===== src/sv/sot_pkg.sv =====
`default_nettype none

package sot_pkg;

    localparam int AXES     = 6;
    localparam int DATA_W   = 32;
    // Per-axis sum of up to 127 signed 32-bit samples.
    localparam int SUM_W    = 39;
    // Divisor and partial remainder width for divisors up to 127.
    localparam int DIV_W    = 7;
    // The sum magnitude is divided in a high and a low part, each by a
    // multiplication with a rounded-up reciprocal of the divisor. The
    // reciprocal shifts are chosen so that the rounding error never reaches
    // the next quotient step.
    localparam int LO_W       = 17;
    localparam int HI_W       = SUM_W - LO_W;
    localparam int DIV_K1     = HI_W + DIV_W;
    localparam int DIV_K2     = LO_W + 2 * DIV_W;
    localparam int RECIP_HI_W = DIV_K1 + 1;
    localparam int RECIP_LO_W = DIV_K2 + 1;
    localparam int DIV_STEPS  = 3;
    localparam int STEP_W     = 2;

    localparam logic [1:0] REQ_SAMPLE = 2'd0;
    localparam logic [1:0] REQ_START  = 2'd1;
    localparam logic [1:0] REQ_ABORT  = 2'd2;

    localparam logic KIND_SAMPLE = 1'b0;
    localparam logic KIND_DONE   = 1'b1;

    typedef struct packed {
        logic [1:0]               req_type;
        logic signed [DATA_W-1:0] force_x;
        logic signed [DATA_W-1:0] force_y;
        logic signed [DATA_W-1:0] force_z;
        logic signed [DATA_W-1:0] torque_x;
        logic signed [DATA_W-1:0] torque_y;
        logic signed [DATA_W-1:0] torque_z;
    } sample_t;

    typedef struct packed {
        logic                     result_kind;
        logic signed [DATA_W-1:0] out_force_x;
        logic signed [DATA_W-1:0] out_force_y;
        logic signed [DATA_W-1:0] out_force_z;
        logic signed [DATA_W-1:0] out_torque_x;
        logic signed [DATA_W-1:0] out_torque_y;
        logic signed [DATA_W-1:0] out_torque_z;
    } result_t;

    typedef struct packed {
        logic clear_sum;
        logic accumulate;
        logic div_load;
        logic div_commit;
    } lane_ctrl_t;

    typedef struct packed {
        logic busy;
        logic emit;
        logic emit_kind;
    } ctrl_status_t;

    typedef enum logic [1:0] {
        ST_RUN,
        ST_CAL,
        ST_DIV
    } state_t;

endpackage

`default_nettype wire


===== src/sv/sot_ctrl.sv =====
`default_nettype none

module sot_ctrl #(
    parameter int CAL_SAMPLES = 100
) (
    input  wire logic          clk,
    input  wire logic          rst_n,
    input  wire logic          accept,
    input  wire logic [1:0]    req_type,
    output sot_pkg::lane_ctrl_t  lane_ctrl,
    output sot_pkg::ctrl_status_t status
);
    import sot_pkg::*;

    localparam int CNT_W = $clog2(CAL_SAMPLES + 1);
    localparam logic [CNT_W-1:0] CNT_LAST = CNT_W'(CAL_SAMPLES);

    state_t             state_reg, state_next;
    logic [CNT_W-1:0]   cnt_reg, cnt_next;
    logic [STEP_W-1:0]  step_reg, step_next;

    always_ff @(posedge clk or negedge rst_n)
    begin
        if (!rst_n)
        begin
            state_reg <= ST_RUN;
            cnt_reg   <= '0;
            step_reg  <= '0;
        end
        else
        begin
            state_reg <= state_next;
            cnt_reg   <= cnt_next;
            step_reg  <= step_next;
        end
    end

    always_comb
    begin
        state_next = state_reg;
        cnt_next   = cnt_reg;
        step_next  = step_reg;
        lane_ctrl  = '0;
        status     = '0;
        status.emit_kind = KIND_SAMPLE;

        unique case (state_reg)
            ST_RUN:
            begin
                if (accept)
                begin
                    unique case (req_type)
                        REQ_SAMPLE:
                        begin
                            status.emit = 1'b1;
                        end
                        REQ_START:
                        begin
                            lane_ctrl.clear_sum = 1'b1;
                            cnt_next   = '0;
                            state_next = ST_CAL;
                        end
                        REQ_ABORT:
                        begin
                            lane_ctrl.clear_sum = 1'b1;
                            cnt_next   = '0;
                        end
                        default:
                        begin
                        end
                    endcase
                end
            end
            ST_CAL:
            begin
                if (accept)
                begin
                    unique case (req_type)
                        REQ_SAMPLE:
                        begin
                            if (cnt_reg < CNT_LAST)
                            begin
                                lane_ctrl.accumulate = 1'b1;
                                cnt_next = cnt_reg + 1'b1;
                            end
                            else
                            begin
                                // This beat is dropped and reports completion.
                                status.emit      = 1'b1;
                                status.emit_kind = KIND_DONE;
                                lane_ctrl.div_load = 1'b1;
                                step_next  = STEP_W'(DIV_STEPS - 1);
                                state_next = ST_DIV;
                            end
                        end
                        REQ_START:
                        begin
                            lane_ctrl.clear_sum = 1'b1;
                            cnt_next = '0;
                        end
                        REQ_ABORT:
                        begin
                            lane_ctrl.clear_sum = 1'b1;
                            cnt_next   = '0;
                            state_next = ST_RUN;
                        end
                        default:
                        begin
                        end
                    endcase
                end
            end
            ST_DIV:
            begin
                status.busy = 1'b1;
                if (step_reg == '0)
                begin
                    lane_ctrl.div_commit = 1'b1;
                    lane_ctrl.clear_sum  = 1'b1;
                    cnt_next   = '0;
                    state_next = ST_RUN;
                end
                else
                begin
                    step_next = step_reg - 1'b1;
                end
            end
            default:
            begin
                state_next = ST_RUN;
            end
        endcase
    end

endmodule

`default_nettype wire


===== config.mk =====
export PLATFORM = sky130hd
export DESIGN_NAME = sot_ctrl
export DESIGN_NICKNAME = d
export VERILOG_FILES = /design/src/sv/sot_pkg.sv /design/src/sv/sot_ctrl.sv
export SDC_FILE = /design/constraint.sdc
export NUM_CORES = 1
export LEC_CHECK = 0
export ABC_AREA = 1
export BUFFER_PORTS_ARGS = -buffer_cell sky130_fd_sc_hd__buf_2
export CORE_UTILIZATION = 40
export DETAILED_ROUTE_END_ITERATION = 12
export PLACE_DENSITY_LB_ADDON = 0.25
export SYNTH_ARGS = -nofsm -noshare
export SYNTH_HDL_FRONTEND = slang
export SYNTH_SLANG_ARGS = --single-unit

===== constraint.sdc =====
create_clock -name clk -period 1.1 [get_ports clk]
set_input_delay 0.055 -clock clk [delete_from_list [all_inputs] [get_ports clk]]
set_output_delay 0.055 -clock clk [all_outputs]
set_load 0.02 [all_outputs]

==> key figures <==
Run status
  • Status: finished with violations
  • Failing checks: setup timing

Worst setup path
  • Critical path launch point type: flop
  • Crit path DAT: 1.31 ns
  • CP Class: flop to output port
  • Critical path peak fanout: 3
  • CP Capture Type: output port
  • Worst endpoint required time: 1.04 ns

Logic synthesis
  • Share of the synthesized area in the top cell type: 34.1%
  • Gate Count Post-Synth: 120
  • Area leader, netlist: dfrtp_1
  • Ranking of synthesized cells by area: dfrtp_1 (34%), nand2_1 (16%), inv_1 (11%)
  • Syn_area_per_cell: 6.74 um^2
  • Synth Cell Area: 808 um^2
  • Synth Warn #: 0
  • Register bit total from synthesis: 11
  • Seq/Total Area, Yosys: 34.1%
  • Syn_nets: 130
  • Synth unique cells: 18

Final layout
  • Nets: 180
  • Layout cell share with drive strength beyond 1: 53.8%
  • Final cell utilization of the core: 78.2%
  • Multi-input logic area: 599 um^2
  • Post-layout instance area: 1410 um^2
  • Layout area overhead: 74.3%
  • Seq. cell area: 277 um^2
  • Fill cell count: 113
  • Max reg flops: 7
  • # diodes: 0

Detailed routing
  • Pre-antenna DRT Iters: 4
  • Wire length per cell: 13.6 um
  • # DRC: 0
  • Antenna-violating nets left: 0
  • Via count: 957
  • Vias/cell: 4.93
  • Initial drt markers: 26
  • WL final: 2640 um

Die
  • Die ar.: 2200 um^2
  • Row count: 15
  • # IOs: 12
  • Starting density of the core: 44.9%
  • Core Box Area: 1800 um^2
  • DIE WIDTH: 47.0 um
  • Height of the die: 47.0 um

CTS
  • Total CTS buffers: 3
  • CTS sink count: 11
  • Worst-path clk slew: 0.07 ns
  • H-tree lvl count: 1
  • Root Driver: clkbuf_4
  • CTS tree: built
  • CTS max path bufs: 2
  • Clock Latency Late Sink: 0.29 ns

STA
  • RSZ-0062 raised after global routing: true
  • Max-slew violation count: 0
  • Worst setup margin: -0.261 ns
  • Hold_ws: 0.159 ns
  • Slew HR: 82.0%
  • Endpoints failing setup: 18
  • Maximum clock frequency: 735 MHz
  • Worst Max-Slew Pin Slew: 0.270 ns
  • Clock Skews: 0.00147 ns
  • Hold Fails Final Rpt: 0
  • Fin crit period: 1.36 ns
  • Final Cycle Share: 124%

Flow run
  • Max Cap Viol: 0

Placed design
  • HPWL after DPL: 1540 um
  • Placer Congestion: 0.846
  • IO buf count: 11
  • Post-DP Area: 1090 um^2
  • Pre-CTS WS: -0.201 ns

Global routing
  • Largest net degree at the start of global routing: 12
  • Total gr overflow: 0
  • First-pass GRT wire length: 3840 um
  • Tot GR Track Use: 25.6%
  • Vias in the first global route: 887
  • Initial antenna violation count: 0

Worst hold path
  • Min-Delay Path Class: input port to asynchronous set/reset pin

Power
  • Pwr dens: 1760 nW/um^2
  • Static leakage: 0.761 nW
  • Worst vdd ir: 1.73 mV
==> synthesized netlist by cell type <==
library cell and instances:
inv_1 23, xor2_1 2, ha_1 5, nand2_1 34, dfrtp_1 11, nor3_1 1, o21ai_2 2, o21ai_0 5
o21ai_1 1, nor2b_4 1, nand4_1 2, buf_4 1, nand3_2 1, nand2_2 2, nor2_1 13, a21oi_1 1
nor2_2 1, nand3_1 14
==> per-stage QoR <==
step / instances / setup TNS (ns) / total power, W
2_1_floorplan: 120 / -1.19 / 0.00117
3_3_place_gp: 178 / -1.78 / 0.00156
3_5_place_dp: 178 / -2.21 / 0.00160
4_1_cts: 187 / -3.34 / 0.00219
5_1_grt: 194 / -4.92 / 0.00264
6_report: 194 / -3.68 / 0.00248
==> cells in the final DEF (no fill, tap or decap), types with 2 or more instances in the layout <==
| master | n |
|---|---|
| o21ai_1 | 3 |
| nor2_4 | 7 |
| inv_1 | 11 |
| buf_2 | 4 |
| ha_1 | 4 |
| nand4_1 | 2 |
| buf_4 | 28 |
| nand3_1 | 9 |
| dfrtp_1 | 10 |
| xor2_1 | 2 |
| nor2_1 | 6 |
| nand3_2 | 3 |
| clkbuf_4 | 3 |
| o21ai_2 | 4 |
| nand2_2 | 6 |
| nand2_4 | 2 |
| nand3_4 | 3 |
| nand2_1 | 28 |
| buf_6 | 13 |
| inv_2 | 11 |
==> final cells by class <==
type / count / area share, %
multi-input combinational: 85 / 42.5
timing repair buffer: 46 / 27.4
sequential: 11 / 19.6
inverter: 23 / 6.31
tap: 25 / 2.22
clock buffer: 4 / 1.87
==> critical path, stage by stage (launching register included) <==
cell	delay (ns)
dfrtp_1	0.39
inv_2	0.07
ha_4	0.14
nand3_2	0.08
buf_6	0.14
o21ai_2	0.06
buf_6	0.13
==> kinds of logic after synthesis <==
family	Yosys count	synth area share, %
compound gates	9	6.50
buf+inv	24	11.6
fa+ha+maj	5	7.74
simple gates	69	37.9
flops	11	34.1
xor+xnor	2	2.17
==> report_power, final <==
group / switching (W) / total [W] / internal [W] / leakage [nW]
clock network: 0.000158 / 0.000299 / 0.000141 / 0.0150
logic: 0.000859 / 0.00160 / 0.000737 / 0.599
registers: 0.0000860 / 0.000585 / 0.000499 / 0.147
total: 0.00110 / 0.00248 / 0.00138 / 0.761
==> per-layer routing <==
| metal | part of all wire (%) | wire length (um) | vias up | global-route usage [%] |
|---|---|---|---|---|
| met4 | 1.8 | 48 | 0 | 10.3 |
| met3 | 2.7 | 70 | 5 | 2.31 |
| met2 | 53 | 1400 | 21 | 46.7 |
| met5 | 0 | 0 | - | 0 |
| met1 | 42 | 1120 | 462 | 30.7 |
| li1 | - | - | 469 | - |
==> path summary, 6_finish.rpt <==
check                                 start           end  slack, ns  depth (start not counted)
worst max-delay path            step_reg[0]  lane_ctrl[3]      -0.26                          6
worst min-delay path                  rst_n    cnt_reg[0]       0.16                          2
worst max register to register  step_reg[0]    cnt_reg[1]      -0.26                         10
worst min register to register  step_reg[1]   step_reg[1]       0.53                          2
max in group asynchronous             rst_n  state_reg[0]       0.71                          2
min in group clk                     accept   step_reg[1]       0.31                          5
==> what timing repair did <==
action | in CTS | in global routing
endpoints found under the hold margin | 11 | 0
endpoints found under the setup margin | 18 | 18
pin swaps | 11 | 7
setup buffers | 4 | 7
hold buffers | 1 | 0
resized for setup | 48 | 17
Note: power is estimated with default switching activity, not from simulation.
